$ cat config.mk
export PLATFORM = sky130hd
export DESIGN_NAME = voice_prompt_queue_sequencer
export DESIGN_NICKNAME = d
export VERILOG_FILES = /design/src/rtl/core/vpqs_pkg.sv /design/src/rtl/core/vpqs_useq.sv /design/src/rtl/core/voice_prompt_queue_sequencer.sv
export SDC_FILE = /design/constraint.sdc
export NUM_CORES = 1
export LEC_CHECK = 0
export BUFFER_PORTS_ARGS = -buffer_cell sky130_fd_sc_hd__buf_4
export CORE_UTILIZATION = 45
export DETAILED_ROUTE_END_ITERATION = 8
export MAX_ROUTING_LAYER = met4
export PLACE_DENSITY = 0.65
export SLEW_MARGIN = 20
export SYNTH_ARGS = -nofsm -noshare
export SYNTH_HDL_FRONTEND = slang
export SYNTH_SLANG_ARGS = --single-unit
$ cat constraint.sdc
create_clock -name clock -period 3.55 [get_ports clock]
set_clock_uncertainty 0.2 [all_clocks]
set_input_delay 0.355 -clock clock [delete_from_list [all_inputs] [get_ports clock]]
set_output_delay 0.355 -clock clock [all_outputs]
set_load 0.01 [all_outputs]
$ cat src/rtl/core/vpqs_pkg.sv
`default_nettype none
// ----------------------------------------------------------------------------
// vpqs_pkg
// Shared types, frame constants and the microcode ROM of the voice prompt
// queue sequencer.
// ----------------------------------------------------------------------------
package vpqs_pkg;

   // Request modes
   localparam logic [2:0] MODE_INIT    = 3'd0;
   localparam logic [2:0] MODE_ENQUEUE = 3'd1;
   localparam logic [2:0] MODE_URGENT  = 3'd2;
   localparam logic [2:0] MODE_STOP    = 3'd3;
   localparam logic [2:0] MODE_UPDATE  = 3'd4;

   // Register indexes on the csr port
   localparam logic [1:0] CSR_VOLUME  = 2'd0;
   localparam logic [1:0] CSR_TIMEOUT = 2'd1;

   localparam logic [4:0]  VOLUME_RESET  = 5'd20;
   localparam logic [15:0] TIMEOUT_RESET = 16'd5000;

   // Frame bytes: 7E FF 06 cmd 00 p1 p2 EF
   localparam logic [7:0] FRAME_SOF  = 8'h7E;
   localparam logic [7:0] FRAME_VER  = 8'hFF;
   localparam logic [7:0] FRAME_LEN  = 8'h06;
   localparam logic [7:0] FRAME_EOF  = 8'hEF;
   localparam logic [7:0] CMD_PLAY   = 8'h03;
   localparam logic [7:0] CMD_STOP   = 8'h16;
   localparam logic [7:0] CMD_VOLUME = 8'h06;

   localparam int STEP_W = 6;
   typedef logic [STEP_W-1:0] step_type;

   // Microprogram layout
   localparam step_type ST_DISPATCH      = 6'd0;
   localparam step_type ST_INIT          = 6'd1;
   localparam step_type ST_INIT_FRAME    = 6'd2;
   localparam step_type ST_INIT_END      = 6'd9;
   localparam step_type ST_ENQUEUE       = 6'd10;
   localparam step_type ST_NOBYTE        = 6'd11;
   localparam step_type ST_URGENT        = 6'd12;
   localparam step_type ST_URG_STOP      = 6'd13;
   localparam step_type ST_URG_STOP_END  = 6'd20;
   localparam step_type ST_PLAY          = 6'd21;
   localparam step_type ST_PLAY_END      = 6'd28;
   localparam step_type ST_STOP          = 6'd29;
   localparam step_type ST_STOP_FRAME    = 6'd30;
   localparam step_type ST_STOP_END      = 6'd37;
   localparam step_type ST_UPDATE        = 6'd38;
   localparam step_type ST_POP           = 6'd39;

   typedef enum logic [2:0] {
      OP_NONE,
      OP_INIT,
      OP_ENQUEUE,
      OP_URGENT,
      OP_STOP,
      OP_UPDATE,
      OP_POP
   } op_type;

   typedef enum logic [1:0] {
      BR_NEXT,
      BR_MODE,
      BR_POP,
      BR_GOTO
   } branch_type;

   typedef struct packed {
      op_type     op;
      logic       emit;
      logic [2:0] pos;
      logic [7:0] cmd;
      logic       p2_zero;
      logic       last;
      branch_type branch;
      step_type   target;
   } uword_type;

   typedef struct packed {
      logic [2:0]  mode;
      logic [7:0]  track_id;
      logic        busy_pin_high;
      logic [31:0] now_ms;
   } req_type;

   typedef struct packed {
      logic       byte_valid;
      logic [7:0] frame_byte;
      logic       last_result;
      logic       busy_now;
      logic       dropped;
   } rsp_type;

   function automatic uword_type ucode_rom(step_type addr);
      uword_type w;
      w = '{op: OP_NONE, emit: 1'b0, pos: 3'd0, cmd: 8'h00, p2_zero: 1'b0,
            last: 1'b0, branch: BR_NEXT, target: ST_DISPATCH};
      case (addr) inside
         ST_DISPATCH: w.branch = BR_MODE;
         ST_INIT:     w.op = OP_INIT;
         [ST_INIT_FRAME:ST_INIT_END]: begin
            w.emit = 1'b1;
            w.pos  = 3'(addr - ST_INIT_FRAME);
            w.cmd  = CMD_VOLUME;
            w.last = (addr == ST_INIT_END);
         end
         ST_ENQUEUE:  w.op = OP_ENQUEUE;
         ST_NOBYTE:   w.last = 1'b1;
         ST_URGENT:   w.op = OP_URGENT;
         [ST_URG_STOP:ST_URG_STOP_END]: begin
            w.emit    = 1'b1;
            w.pos     = 3'(addr - ST_URG_STOP);
            w.cmd     = CMD_STOP;
            w.p2_zero = 1'b1;
         end
         [ST_PLAY:ST_PLAY_END]: begin
            w.emit = 1'b1;
            w.pos  = 3'(addr - ST_PLAY);
            w.cmd  = CMD_PLAY;
            w.last = (addr == ST_PLAY_END);
         end
         ST_STOP:     w.op = OP_STOP;
         [ST_STOP_FRAME:ST_STOP_END]: begin
            w.emit    = 1'b1;
            w.pos     = 3'(addr - ST_STOP_FRAME);
            w.cmd     = CMD_STOP;
            w.p2_zero = 1'b1;
            w.last    = (addr == ST_STOP_END);
         end
         ST_UPDATE: begin
            w.op     = OP_UPDATE;
            w.branch = BR_POP;
            w.target = ST_POP;
         end
         ST_POP: begin
            w.op     = OP_POP;
            w.branch = BR_GOTO;
            w.target = ST_PLAY;
         end
         default:     w.last = 1'b1;
      endcase
      return w;
   endfunction

endpackage
`default_nettype wire

$ cat src/rtl/core/vpqs_useq.sv
`default_nettype none
// ----------------------------------------------------------------------------
// vpqs_useq
// Step counter and microcode ROM; resolves the mode dispatch and the
// pop branch, ends the program on a word marked last.
// ----------------------------------------------------------------------------
module vpqs_useq
   import vpqs_pkg::*;
(
   input  wire logic       clock,
   input  wire logic       reset,
   input  wire logic       start_accept,
   input  wire logic [2:0] mode,
   input  wire logic       pop_cond,
   output logic            running,
   output uword_type       uword
);

   step_type step_ff, step_in;
   logic     running_ff, running_in;
   step_type mode_target;

   assign uword   = ucode_rom(step_ff);
   assign running = running_ff;

   always_comb begin
      unique case (mode)
         MODE_INIT:    mode_target = ST_INIT;
         MODE_ENQUEUE: mode_target = ST_ENQUEUE;
         MODE_URGENT:  mode_target = ST_URGENT;
         MODE_STOP:    mode_target = ST_STOP;
         MODE_UPDATE:  mode_target = ST_UPDATE;
         default:      mode_target = ST_NOBYTE;
      endcase
   end

   always_comb begin
      step_in    = step_ff;
      running_in = running_ff;
      if (start_accept) begin
         step_in    = ST_DISPATCH;
         running_in = 1'b1;
      end else if (running_ff) begin
         if (uword.last) begin
            running_in = 1'b0;
         end else begin
            unique case (uword.branch)
               BR_NEXT: step_in = step_ff + 1'b1;
               BR_MODE: step_in = mode_target;
               BR_POP:  step_in = pop_cond ? uword.target : ST_NOBYTE;
               BR_GOTO: step_in = uword.target;
            endcase
         end
      end
   end

   always_ff @(posedge clock) begin
      if (reset) begin
         step_ff    <= ST_DISPATCH;
         running_ff <= 1'b0;
      end else begin
         step_ff    <= step_in;
         running_ff <= running_in;
      end
   end

endmodule
`default_nettype wire

$ cat src/rtl/core/voice_prompt_queue_sequencer.sv
`default_nettype none
// ----------------------------------------------------------------------------
// voice_prompt_queue_sequencer
// Track queue and command framer for a serial voice-prompt chip, run by a
// microcoded sequencer. Commands go out as 8-byte frames; an enqueue sends none.
// ----------------------------------------------------------------------------
// Results: after the accepting edge the beats follow one a cycle; results cannot stall.
// Occupancy (busy high) is set by the microprogram steps of each mode; the next
//   command is taken the cycle busy falls.
// Reset clears queue indexes, busy flag and start time and loads register defaults.
module voice_prompt_queue_sequencer
   import vpqs_pkg::*;
#(
   parameter int QUEUE_DEPTH = 8
) (
   input  wire logic        clock,
   input  wire logic        reset,
   input  wire logic        start,
   output logic             busy,
   input  wire req_type     req_data,
   output logic             rsp_strobe,
   output rsp_type          rsp_data,
   input  wire logic        csr_valid,
   output logic             csr_ready,
   input  wire logic [1:0]  csr_index,
   input  wire logic [15:0] csr_wdata
);

   localparam int IDX_W = $clog2(QUEUE_DEPTH);
   localparam logic [IDX_W-1:0] IDX_LAST = IDX_W'(QUEUE_DEPTH - 1);

   logic       start_accept;
   logic       running;
   uword_type  uword;
   logic       pop_cond;

   req_type    item_ff;
   logic [4:0]  volume_ff;
   logic [15:0] timeout_ff;
   logic [IDX_W-1:0] wr_idx_ff, wr_idx_in, rd_idx_ff, rd_idx_in;
   logic [IDX_W-1:0] wr_next, rd_next;
   logic        busy_flag_ff, busy_flag_in;
   logic [31:0] start_time_ff, start_time_in;
   logic [7:0]  p2_ff, p2_in;
   logic        dropped_ff, dropped_in;
   logic [7:0]  rd_data_ff;
   logic [7:0]  mem [QUEUE_DEPTH];
   logic        mem_we;
   logic        full;
   logic [31:0] elapsed;
   logic        timed_out;
   op_type      op;

   logic        rsp_strobe_ff, rsp_strobe_in;
   rsp_type     rsp_data_ff, rsp_data_in;
   logic [7:0]  frame_byte;

   assign start_accept = start & ~running;
   assign busy         = running;
   assign csr_ready    = 1'b1;
   assign rsp_strobe   = rsp_strobe_ff;
   assign rsp_data     = rsp_data_ff;

   vpqs_useq u_useq (
      .clock        (clock),
      .reset        (reset),
      .start_accept (start_accept),
      .mode         (item_ff.mode),
      .pop_cond     (pop_cond),
      .running      (running),
      .uword        (uword)
   );

   assign op        = running ? uword.op : OP_NONE;
   assign wr_next   = (wr_idx_ff == IDX_LAST) ? '0 : wr_idx_ff + 1'b1;
   assign rd_next   = (rd_idx_ff == IDX_LAST) ? '0 : rd_idx_ff + 1'b1;
   assign full      = (wr_next == rd_idx_ff);
   assign pop_cond  = ~busy_flag_ff & (wr_idx_ff != rd_idx_ff);
   assign elapsed   = item_ff.now_ms - start_time_ff;  // wraps mod 2^32
   assign timed_out = (elapsed >= {16'h0000, timeout_ff});
   assign mem_we    = (op == OP_ENQUEUE) & ~full;

   always_comb begin
      wr_idx_in     = wr_idx_ff;
      rd_idx_in     = rd_idx_ff;
      busy_flag_in  = busy_flag_ff;
      start_time_in = start_time_ff;
      p2_in         = p2_ff;
      dropped_in    = dropped_ff;
      if (start_accept) begin
         dropped_in = 1'b0;
      end
      unique case (op)
         OP_NONE: ;
         OP_INIT: begin
            wr_idx_in    = '0;
            rd_idx_in    = '0;
            busy_flag_in = 1'b0;
            p2_in        = {3'b000, volume_ff};
         end
         OP_ENQUEUE: begin
            if (full) begin
               dropped_in = 1'b1;
            end else begin
               wr_idx_in = wr_next;
            end
         end
         OP_URGENT: begin
            wr_idx_in     = '0;
            rd_idx_in     = '0;
            busy_flag_in  = 1'b1;
            start_time_in = item_ff.now_ms;
            p2_in         = item_ff.track_id;
         end
         OP_STOP: begin
            wr_idx_in    = '0;
            rd_idx_in    = '0;
            busy_flag_in = 1'b0;
         end
         OP_UPDATE: begin
            if (busy_flag_ff && (item_ff.busy_pin_high || timed_out)) begin
               busy_flag_in = 1'b0;
            end
         end
         OP_POP: begin
            // rd_data_ff already holds the head entry
            rd_idx_in     = rd_next;
            busy_flag_in  = 1'b1;
            start_time_in = item_ff.now_ms;
            p2_in         = rd_data_ff;
         end
         default: ;
      endcase
   end

   always_comb begin
      case (uword.pos)
         3'd0:    frame_byte = FRAME_SOF;
         3'd1:    frame_byte = FRAME_VER;
         3'd2:    frame_byte = FRAME_LEN;
         3'd3:    frame_byte = uword.cmd;
         3'd6:    frame_byte = uword.p2_zero ? 8'h00 : p2_ff;
         3'd7:    frame_byte = FRAME_EOF;
         default: frame_byte = 8'h00;
      endcase
   end

   always_comb begin
      rsp_strobe_in           = running & (uword.emit | uword.last);
      rsp_data_in.byte_valid  = uword.emit;
      rsp_data_in.frame_byte  = uword.emit ? frame_byte : 8'h00;
      rsp_data_in.last_result = uword.last;
      rsp_data_in.busy_now    = busy_flag_ff;
      rsp_data_in.dropped     = uword.emit ? 1'b0 : dropped_ff;
   end

   always_ff @(posedge clock) begin
      if (reset) begin
         wr_idx_ff     <= '0;
         rd_idx_ff     <= '0;
         busy_flag_ff  <= 1'b0;
         start_time_ff <= '0;
         volume_ff     <= VOLUME_RESET;
         timeout_ff    <= TIMEOUT_RESET;
         rsp_strobe_ff <= 1'b0;
      end else begin
         wr_idx_ff     <= wr_idx_in;
         rd_idx_ff     <= rd_idx_in;
         busy_flag_ff  <= busy_flag_in;
         start_time_ff <= start_time_in;
         rsp_strobe_ff <= rsp_strobe_in;
         if (csr_valid && csr_ready) begin
            case (csr_index)
               CSR_VOLUME:  volume_ff  <= csr_wdata[4:0];
               CSR_TIMEOUT: timeout_ff <= csr_wdata;
               default: ;
            endcase
         end
      end
   end

   always_ff @(posedge clock) begin
      if (start_accept) begin
         item_ff <= req_data;
      end
      p2_ff       <= p2_in;
      dropped_ff  <= dropped_in;
      rsp_data_ff <= rsp_data_in;
   end

   // queue storage
   always_ff @(posedge clock) begin
      if (mem_we) begin
         mem[wr_idx_ff] <= item_ff.track_id;
      end
      rd_data_ff <= mem[rd_idx_ff];
   end

   a_rsp_from_run : assert property (@(posedge clock) disable iff (reset)
      rsp_strobe |-> $past(busy))
      else $error("result beat without a running command");

   a_start_runs : assert property (@(posedge clock) disable iff (reset)
      start && !busy |=> busy)
      else $error("accepted command did not start the sequencer");

   a_last_ends : assert property (@(posedge clock) disable iff (reset)
      rsp_strobe && rsp_data.last_result |-> !busy)
      else $error("sequencer still running after the last beat");

   a_drop_beat : assert property (@(posedge clock) disable iff (reset)
      rsp_strobe && rsp_data.dropped |-> !rsp_data.byte_valid && rsp_data.last_result)
      else $error("drop flag on a frame beat");

   a_ring_bound : assert property (@(posedge clock) disable iff (reset)
      (wr_idx_ff <= IDX_LAST) && (rd_idx_ff <= IDX_LAST))
      else $error("queue index beyond depth");

endmodule
`default_nettype wire
== Word-level counts from Yosys, hierarchy flattened ==
Memories as Yosys holds them, arrays and structs flattened. A register that Yosys moved wholly into a read port is not among the register bits.
Index checks and enable logic that the tools add are counted.
Storage, ports and cells
  flip-flop bits (word level): 133
  RAM bits: 64
  bits of input ports: 66
  output and inout bits: 15
  logic and storage cells: 196
  memories kept: 1
Operators by class
  add/sub/neg operators: 8
  magnitude comparators: 9
  equal/unequal tests: 35
  mux-type cells: 90
  bitwise gates (word level): 9
  reduce and logical (&&, ||, !) cells: 24
Memory list
  mem: depth 8, width 8, read ports 1, clocked after Yosys merged registers in 1, wr ports 1, RTL line voice_prompt_queue_sequencer.sv:47  | logic [7:0] mem [QUEUE_DEPTH];
Operator list (count)
  12-bit 2-to-1 mux: 10
  6-bit 2-to-1 mux: 12
  3-bit 2-to-1 mux: 16
  8-bit one-hot mux with 6 select lines: 1
  32-bit by 16-bit >= comparator with 1-bit output: 1
  32-bit subtractor: 1
  1-bit 2-to-1 mux: 31
  6-bit one-hot mux with 5 select lines: 1
  3-bit == test (second input constant): 8
  6-bit by 4-bit == test with 1-bit output (second input constant): 4
  2-bit 2-to-1 mux: 12
  6-bit one-hot mux with 4 select lines: 1
  8-bit one-hot mux with 3 select lines: 1
  3-bit by 2-bit == test with 1-bit output (second input constant): 6
  6-bit == test (second input constant): 3
  6-bit by 5-bit == test with 1-bit output (second input constant): 2
  6-bit by 5-bit >= comparator with 1-bit output (second input constant): 2
  6-bit by 5-bit less-or-equal comparator with 1-bit output (second input constant): 2
  3-bit one-hot mux with 2 select lines: 2
  2-bit AND reduction: 5
  3-bit by 1-bit == test with 1-bit output (second input constant): 3
  3-bit subtractor (second input constant): 3
  8-bit 2-to-1 mux: 1
  3-bit by 1-bit adder with 3-bit output (second input constant): 2
  other kinds (26): 45

== Longest topological paths before layout ==
Gate-level depths: netlist of run 1.
  depth after elaboration: 18
  mapped depth: 20
  depth with buffers taken out: 20

== Hierarchy ==
From an unflattened synthesis of run 1, not the netlist that was laid out.
Unflattened totals
  cells, all modules: 1058
  area total of the unflattened synthesis: 10794.1 um2
Modules (own cells, without submodules)
  voice_prompt_queue_sequencer: times used 1, cells each 888, area an instance 9571.7 um2, seq. area each 5124.9 um2
  vpqs_useq: times used 1, cells each 170, area an instance 1222.4 um2, seq. area each 140.1 um2

== Worst setup path after synthesis of run 1 ==
OpenSTA, ideal clock, no wires.
  kind: reg-to-reg
  from: register item_ff[0] (netlist bit)
  to: register busy_flag_ff
  setup time: 0.096 ns
  arrival time: 3.549 ns
  required time: 3.254 ns
  setup slack: -0.295 ns
  stages on the path, launching flop included: 20
  period minus slack after synthesis: 3.845 ns
  cell sequence: edfxtp_1 inv_1 ha_1 fa_1 nor2b_1 o2111ai_1 a21oi_1 o21ai_0 nand2_1 xor2_1 ha_1 nor2b_1 o21ai_0 o2111a_1 nand4_1 nor4_1 o2111ai_1 a2111oi_2 nand4_1 o41ai_2
On the way
  cells in the longest elaborated chain, start to end: 6
Ends and longest elaborated chain
  start: declaration: RTL line voice_prompt_queue_sequencer.sv:37  | req_type item_ff;
  start signal: assignment: RTL line voice_prompt_queue_sequencer.sv:184  | item_ff <= req_data;
  32-bit subtractor: RTL line voice_prompt_queue_sequencer.sv:79  | assign elapsed = item_ff.now_ms - start_time_ff;
  32-bit by 16-bit >= comparator with 1-bit output: RTL line voice_prompt_queue_sequencer.sv:80  | assign timed_out = (elapsed >= {16'h0000, timeout_ff});
  1-bit logical OR: RTL line voice_prompt_queue_sequencer.sv:121  | if (busy_flag_ff && (item_ff.busy_pin_high || timed_out)) begin
  1-bit logical AND: RTL line voice_prompt_queue_sequencer.sv:121
  2-bit != test (no line)
  2-bit AND reduction (no line)
  end signal: assignment: RTL line voice_prompt_queue_sequencer.sv:169  | busy_flag_ff <= busy_flag_in;
  end: declaration: RTL line voice_prompt_queue_sequencer.sv:42  | logic busy_flag_ff, busy_flag_in;
Every way passes these cells.
A chain may end at the register's enable or synchronous reset.

== Final worst setup path of run 1 ==
  from: register item_ff[1] (netlist bit)
  to: register busy_flag_ff
The elaborated chain is that of the path after synthesis.

==> flow_metrics.tcl, run 1 <==
set metrics [dict create \
    comb_power_share_pct 15.4 \
    num_antenna_cells 0 \
    status "complete, but fails checks" \
    internal-power_uw 4410 \
    use_met3_pct 2.59 \
    rows 55 \
    hp-start "start" \
    layout_setup_ws_ns -0.308 \
    synth_area_leader_cell "edfxtp_1" \
    initial_core_util_pct 45.9 \
    nets 1370 \
    synth_area_leaders "edfxtp_1, dfxtp_1, ha_1, a21oi_1, nand2_1" \
    slew_headroom_pct 44.1 \
    rr_worst_depth 17 \
    root_buffer "clkbuf_16" \
    grtUsageTotal_pct 21.9 \
    violations "setup timing" \
    finalCritPeriodShare_pct 109 \
    crit_chain "ha_1 > nor2b_2 > o2111ai_2 > buf_4 > a211oi_4 > o21ai_0 > nand2b_1 > xor2_1 > ha_1 > o21ai_1 > o2111a_1 > nand4_1 > nor4_2 > o2111ai_1 > a2111oi_2 > nand4_1 > o41ai_2" \
    core-area_um2 22600 \
    yosysSeqAreaShare_pct 50.6 \
    synth_most_common_cell "nand2_1" \
    firstDrtPassIters 5 \
    overflow 0 \
    layout.area.seq_um2 5270 \
    r2r_end "busy_flag_ff" \
    fin_setup_tns_ns -0.308 \
    crit_path_max_incr_delay_ns 0.42 \
    final_max_slew_viol_count 0 \
    finalHoldViolations 0 \
    wl_per_cell_um 15.7 \
    synth_nets 1154 \
    ios 81 \
    globalRouteMet1Util_pct 29.2 \
    power_uw 5890 \
    clock-sinks 205 \
    power.density_nw_per_um2 440 \
    worstPathRequired_ns 3.78 \
    syn_area_um2 10400 \
    area_growth_pct 28.7 \
    syn_inst 1029 \
    clock_latency_ns 0.52 \
    die_h_um 154 \
    cts_tree "yes" \
    worstHoldPathType "input pin to register" \
    rsz0062_at_grt "true" \
    fillerInstances 1937 \
    multi_input_area_um2 4800 \
    h-tree-depth 1 \
    grt_max_degree 64 \
    slowest_stage "edfxtp_1" \
    clkPwrFrac_pct 39.7 \
    grt_pass1_vias 8036 \
    reg2reg_slack_ns -0.31 \
    final.min_clock_period_ns 3.86 \
    met2_usage_pct 35.4 \
    worstPathMaxFanout 3 \
    synthTopCellsByCount "nand2_1, a21oi_1, edfxtp_1, dfxtp_1, nor2_1" \
    r2r-start "item_ff[1]" \
    p_sw_uw 1480 \
    dr.first_iter.drc_count 552 \
    antenna_left 0 \
    hpwlAfterDp_um 17100 \
    die_x_um 154 \
    end_kind "register" \
    drive_above_1_share_pct 21.3 \
    port_buffers 79 \
    synth-edff-count 116 \
    numCtsBuffers 23 \
    netlist.area_leader.share_pct 33.5 \
    power_leakage_uw 0.00510 \
    synth_cell_types 65 \
    gp_congestion 0.909 \
    fmax_mhz 259 \
    setup_viol 1 \
    yosysWarnings 0 \
    async_flop_share_pct 0 \
    power_frac_seq_pct 44.9 \
    wirelength_um 24300 \
    p_sw_share_pct 25.2 \
    synth_seq_cells 205 \
    drc 0 \
    worst-setup-path-type "register to register" \
    clk_pin_slew_worst_paths_ns 0.06 \
    startpoint_type "register" \
    gr-max-usage-layer "met2" \
    drv_cap 0 \
    synthFlopType "edfxtp_1" \
    routed_via_density 5.33 \
    dieArea_um2 23700 \
    vias 8244 \
    hold_path_depth 3 \
    whs_endpoint "u_useq.running" \
    grt_pass1_wl_um 40600 \
    worstPathArrival_ns 4.09 \
    avgSynthCellArea_um2 10.1 \
    irDropWorstVdd_mv 0.443 \
    worst_pin_slew_ns 0.839 \
    antenna_found_initial 0 \
    cts_max_path_buffers 3 \
]
==> power groups by stage <==
stage	Clock (uW)	Combinational (uW)	Sequential, uW
2_1_floorplan	0	495	2690
3_3_place_gp	0	826	2700
3_5_place_dp	0	826	2700
4_1_cts	2390	901	2650
5_1_grt	2500	1010	2660
6_report	2340	908	2650
==> through the flow <==
stage          setup WS [ns]  cells  utilization (%)  area (um^2)  hold WS [ns]
2_1_floorplan         -0.157   1029                -        10400         0.160
5_1_grt               -0.592   1547             59.1        13400        0.0357
4_1_cts               -0.376   1547             59.0        13400       0.00500
3_5_place_dp          -0.571   1443             52.7        11900         0.226
3_3_place_gp          -0.422   1443             52.7        11900         0.236
6_report              -0.308   1547             59.1        13400        0.0318
==> how the worst max path moves through the flow <==
stage,from,end,slack [ns],cells after the start
finish,item_ff[1],busy_flag_ff,-0.31,17
global route,item_ff[1],busy_flag_ff,-0.59,17
CTS,item_ff[0],busy_flag_ff,-0.38,19
detailed placement,item_ff[1],busy_flag_ff,-0.57,17
global placement,item_ff[0],busy_flag_ff,-0.42,20
floorplan,item_ff[0],busy_flag_ff,-0.16,19
==> cell families after synthesis <==
group / Yosys count / synth area share [%]
AND/OR/NAND/NOR: 324 / 14.4
AO/OA/AOI/OAI: 268 / 15.9
flip-flops: 205 / 50.6
buffers and inverters: 109 / 4.13
adder cells (fa/ha/maj): 59 / 7.17
XOR/XNOR: 33 / 2.78
multiplexers: 30 / 4.92
other: 1 / 0.0361
==> critical path: cells and delay by family, from the launching register on <==
kind                     cells  cell delay, ns
AO/OA/AOI/OAI                8            1.50
XOR/XNOR                     1            0.16
adder cells (fa/ha/maj)      2            0.56
buffers and inverters        1            0.19
flip-flops                   1            0.42
AND/OR/NAND/NOR              5            0.77
==> timing repair <==
item,CTS,global route
gates resized for setup,15,4
endpoints found under the setup margin,1,11
endpoints found under the hold margin,65,0
buffers inserted,2,0
pin swaps,12,5
hold buffers,60,0
==> layout by cell type, fill, tap and decap left out, types with 6 or more instances in the layout <==
cell / n
nand2b_1: 10
dlygate4sd3_1: 60
o21ai_0: 39
o22ai_1: 7
buf_4: 172
mux2_2: 9
nand3_1: 19
ha_1: 56
mux4_2: 16
dfxtp_1: 89
clkbuf_16: 24
o21ai_1: 6
nand2_1: 149
inv_1: 64
and3_1: 9
a211o_1: 9
a21boi_0: 7
edfxtp_1: 116
o21a_1: 11
nor2b_1: 11
a31oi_1: 6
a211oi_1: 6
nand4_1: 11
xnor2_1: 25
a21oi_1: 119
or3_1: 7
nor3_1: 6
o211ai_1: 6
nor2_1: 70
nor3b_1: 6
xor2_1: 8
a21o_1: 13
==> layer usage <==
metal / vias to the layer above / share of wire (%) / wire, um
li1: 4136 / - / -
met1: 3891 / 46 / 11200
met2: 186 / 47 / 11500
met3: 31 / 4.4 / 1060
met4: 0 / 2.1 / 506
met5: - / 0 / 0
==> final cells by class <==
class	count	area share, %
tap	285	2.67
timing repair buffer	235	14.6
clock inverter	10	0.729
sequential	205	39.3
multi-input combinational	715	35.9
clock buffer	32	4.94
inverter	65	1.82
==> state kept, by name, summed over array words and instances (netlist names) <==
name / count
timeout_ff: 16
wr_idx_ff: 3
rsp_data: 12
volume_ff: 5
rd_idx_ff: 3
item_ff: 44
rd_data_ff: 8
dropped_ff: 1
rsp_strobe: 1
mem: 64
u_useq.step_ff: 6
u_useq.running: 1
start_time_ff: 32
p2_ff: 8
busy_flag_ff: 1
Note: power is estimated with default switching activity, not from simulation.
==> run 2: changes to the inputs <==
Settings changed: ABC_AREA set to 1, ABC_CLOCK_PERIOD_IN_PS set to 3550, PLACE_DENSITY 0.65 to unset.
==> run 2 against run 1 <==
The flow now finishes without violations. Count of clock-buffer cells in the layout stayed put. Non-clock buffer count down 72. Utilization fell by 3.3 points. Cell count up 26%. Fmax grew 21%. Wire length increased by 15%. Worst hold slack improved by 0.039 ns. Synthesized cell count up 40%. Critical path type unchanged. Largest cell class unchanged. Highest routed layer unchanged.
==> flow_metrics.tcl, run 2 <==
set metrics [dict create \
    cts_max_path_buffers 3 \
    core-area_um2 24300 \
    grt_pass1_wl_um 46000 \
    syn_inst 1441 \
    drv_cap 0 \
    top_register "mem" \
    grt_pass1_vias 9045 \
    antenna_left 0 \
    fin_setup_tns_ns 0 \
    fillerInstances 2335 \
    port_buffers 79 \
    setup_viol 0 \
    die_x_um 159 \
    wl_per_cell_um 14.5 \
    rows 57 \
    synth_area_leader_cell "edfxtp_1" \
    final_max_slew_viol_count 0 \
    nets 1725 \
    startpoint_type "register" \
    status "finished clean" \
    finalHoldViolations 0 \
    layout_commonest_cell "nand2_1" \
    h-tree-depth 1 \
    final.min_clock_period_ns 3.20 \
    startpoint "u_useq.step_ff[0]" \
    worstPathMaxFanout 8 \
    power_uw 6480 \
    overflow 0 \
    r2r-start "u_useq.step_ff[0]" \
    vias 9512 \
    synthTopCellsByCount "nand2_1, inv_1, nor2_1, edfxtp_1, o21ai_0" \
    dieArea_um2 25400 \
    die_h_um 159 \
    instances_no_fill 1942 \
    fin_util_pct 55.8 \
    yosysSeqAreaShare_pct 47.2 \
    dr.first_iter.drc_count 622 \
    routed_via_density 4.90 \
    worstPathArrival_ns 3.23 \
    power.density_nw_per_um2 478 \
    slew_headroom_pct 43.3 \
    synth_cell_types 47 \
    clock_latency_ns 0.54 \
    irDropWorstVdd_mv 0.422 \
    ios 81 \
    layout_setup_ws_ns 0.351 \
    fmax_mhz 313 \
    async_flop_share_pct 0 \
    numCtsBuffers 24 \
    post_cts_buffers 0 \
    cts_tree "yes" \
    power_leakage_uw 0.00625 \
    avgSynthCellArea_um2 7.75 \
    finalCritPeriodShare_pct 90.1 \
    synthFlopType "edfxtp_1" \
    place_inst 1834 \
    antenna_found_initial 0 \
    grt_max_degree 55 \
    reg2reg_slack_ns 0.35 \
    yosysWarnings 0 \
    netlist.area_leader.share_pct 31.2 \
    hpwlAfterDp_um 20700 \
    synth_most_common_cell "nand2_1" \
    grtUsageTotal_pct 23.2 \
    reg_top3 "mem (64), item_ff (44), start_time_ff (32)" \
    worst_pin_slew_ns 0.848 \
    pre_cts_ws_ns 0.342 \
    num_antenna_cells 0 \
    synth_seq_cells 205 \
    root_buffer "clkbuf_16" \
    wirelength_um 28100 \
    synth_nets 1566 \
    largest_reg_flops 64 \
    synth-edff-count 116 \
    clk_pin_slew_worst_paths_ns 0.06 \
    worstPathRequired_ns 3.59 \
    end_kind "register" \
    rsz0062_at_grt "false" \
    firstDrtPassIters 6 \
    gp_congestion 0.939 \
    syn_area_um2 11200 \
    worst-setup-path-type "register to register" \
    drive_above_1_share_pct 10.1 \
    mostFrequentLayoutCells "nand2_1, inv_1, nor2_1" \
    synth_area_leaders "edfxtp_1, dfxtp_1, nand2_1, inv_1, nor2_1" \
    clock-sinks 205 \
    worstHoldPathType "input pin to register" \
    initial_core_util_pct 45.9 \
    area_growth_pct 21.5 \
    drc 0 \
    hp-start "csr_index[0]" \
]
==> run 2: cell types whose count changed in the layout (fill, tap and decap cells not counted), sizes merged, moves of 23 or more <==
cell / change
a21oi: -65
buf: -76
inv: +167
nand2: +216
nand3: +40
nor2: +152
o21ai: +57
xnor2: -23
==> run 2: per-stage QoR <==
step | hold WS [ns] | cell area [um^2]
final | 0.0704 | 13600
after global routing | 0.106 | 13600
after CTS | 0.0382 | 13600
after detailed placement | 0.232 | 12200
after global placement | 0.234 | 12200
after floorplan | 0.151 | 11200
==> run 2: routing by layer <==
layer	share of wire, %	GRT usage [%]	wire length (um)
met1	49	32.6	13900
met2	43	35.3	12200
met3	5.6	3.41	1570
met4	1.6	4.94	442
met5	0	-	0
==> run 2: path summary, 6_finish.rpt <==
check                                    end  depth (start not counted)
worst max-delay path               mem[5][5]                         16
worst min-delay path            volume_ff[3]                          4
worst max register to register     mem[5][5]                         16
worst min register to register   rsp_data[1]                          0
==> run 2: cell families after synthesis <==
kind of cell	after synthesis	synth area share, %
xor gates and xnor gates	20	1.57
other	1	0.0336
adders and majority gates	59	6.68
and+or+nand+nor	691	25.3
AOI/OAI and AO/OA	201	9.94
buffers and inverters	264	9.30
DFF	205	47.2
==> run 2: critical path, cell delays in order, from the launching register on <==
cell     delay [ns]
dfxtp_1        0.33
buf_4          0.17
ha_1           0.29
nand2_1        0.14
nand3_1        0.09
nand2_2        0.12
inv_2          0.06
nor3_4         0.15
inv_2          0.06
nand3_1        0.06
nand3_1        0.16
nor2_2         0.19
nand3_1        0.18
inv_2          0.13
nand2_1        0.13
nor3_1         0.22
buf_4          0.22
==> run 2: report_power, final <==
| group | leakage, uW | internal, uW | switching, uW | total, uW |
|---|---|---|---|---|
| registers | 0.00179 | 2640 | 82.3 | 2720 |
| clock network | 0.000378 | 1370 | 993 | 2370 |
| logic | 0.00408 | 517 | 876 | 1390 |
==> run 2: cell type report <==
class                   count  area (um^2)  area share [%]
inverters                 234          881            6.49
clock buffers              32          651            4.80
repair buffers            163         1380            10.2
clock inverters            12          115           0.848
well taps                 324          405            2.99
flip-flops and latches    205         5270            38.8
multi-input cells         972         4870            35.9
==> run 2: repair_timing <==
item                                    CTS  global route
hold buffers                             64             0
endpoints found under the hold margin    73             0
gates resized for setup                   0             2
endpoints found under the setup margin    0             1
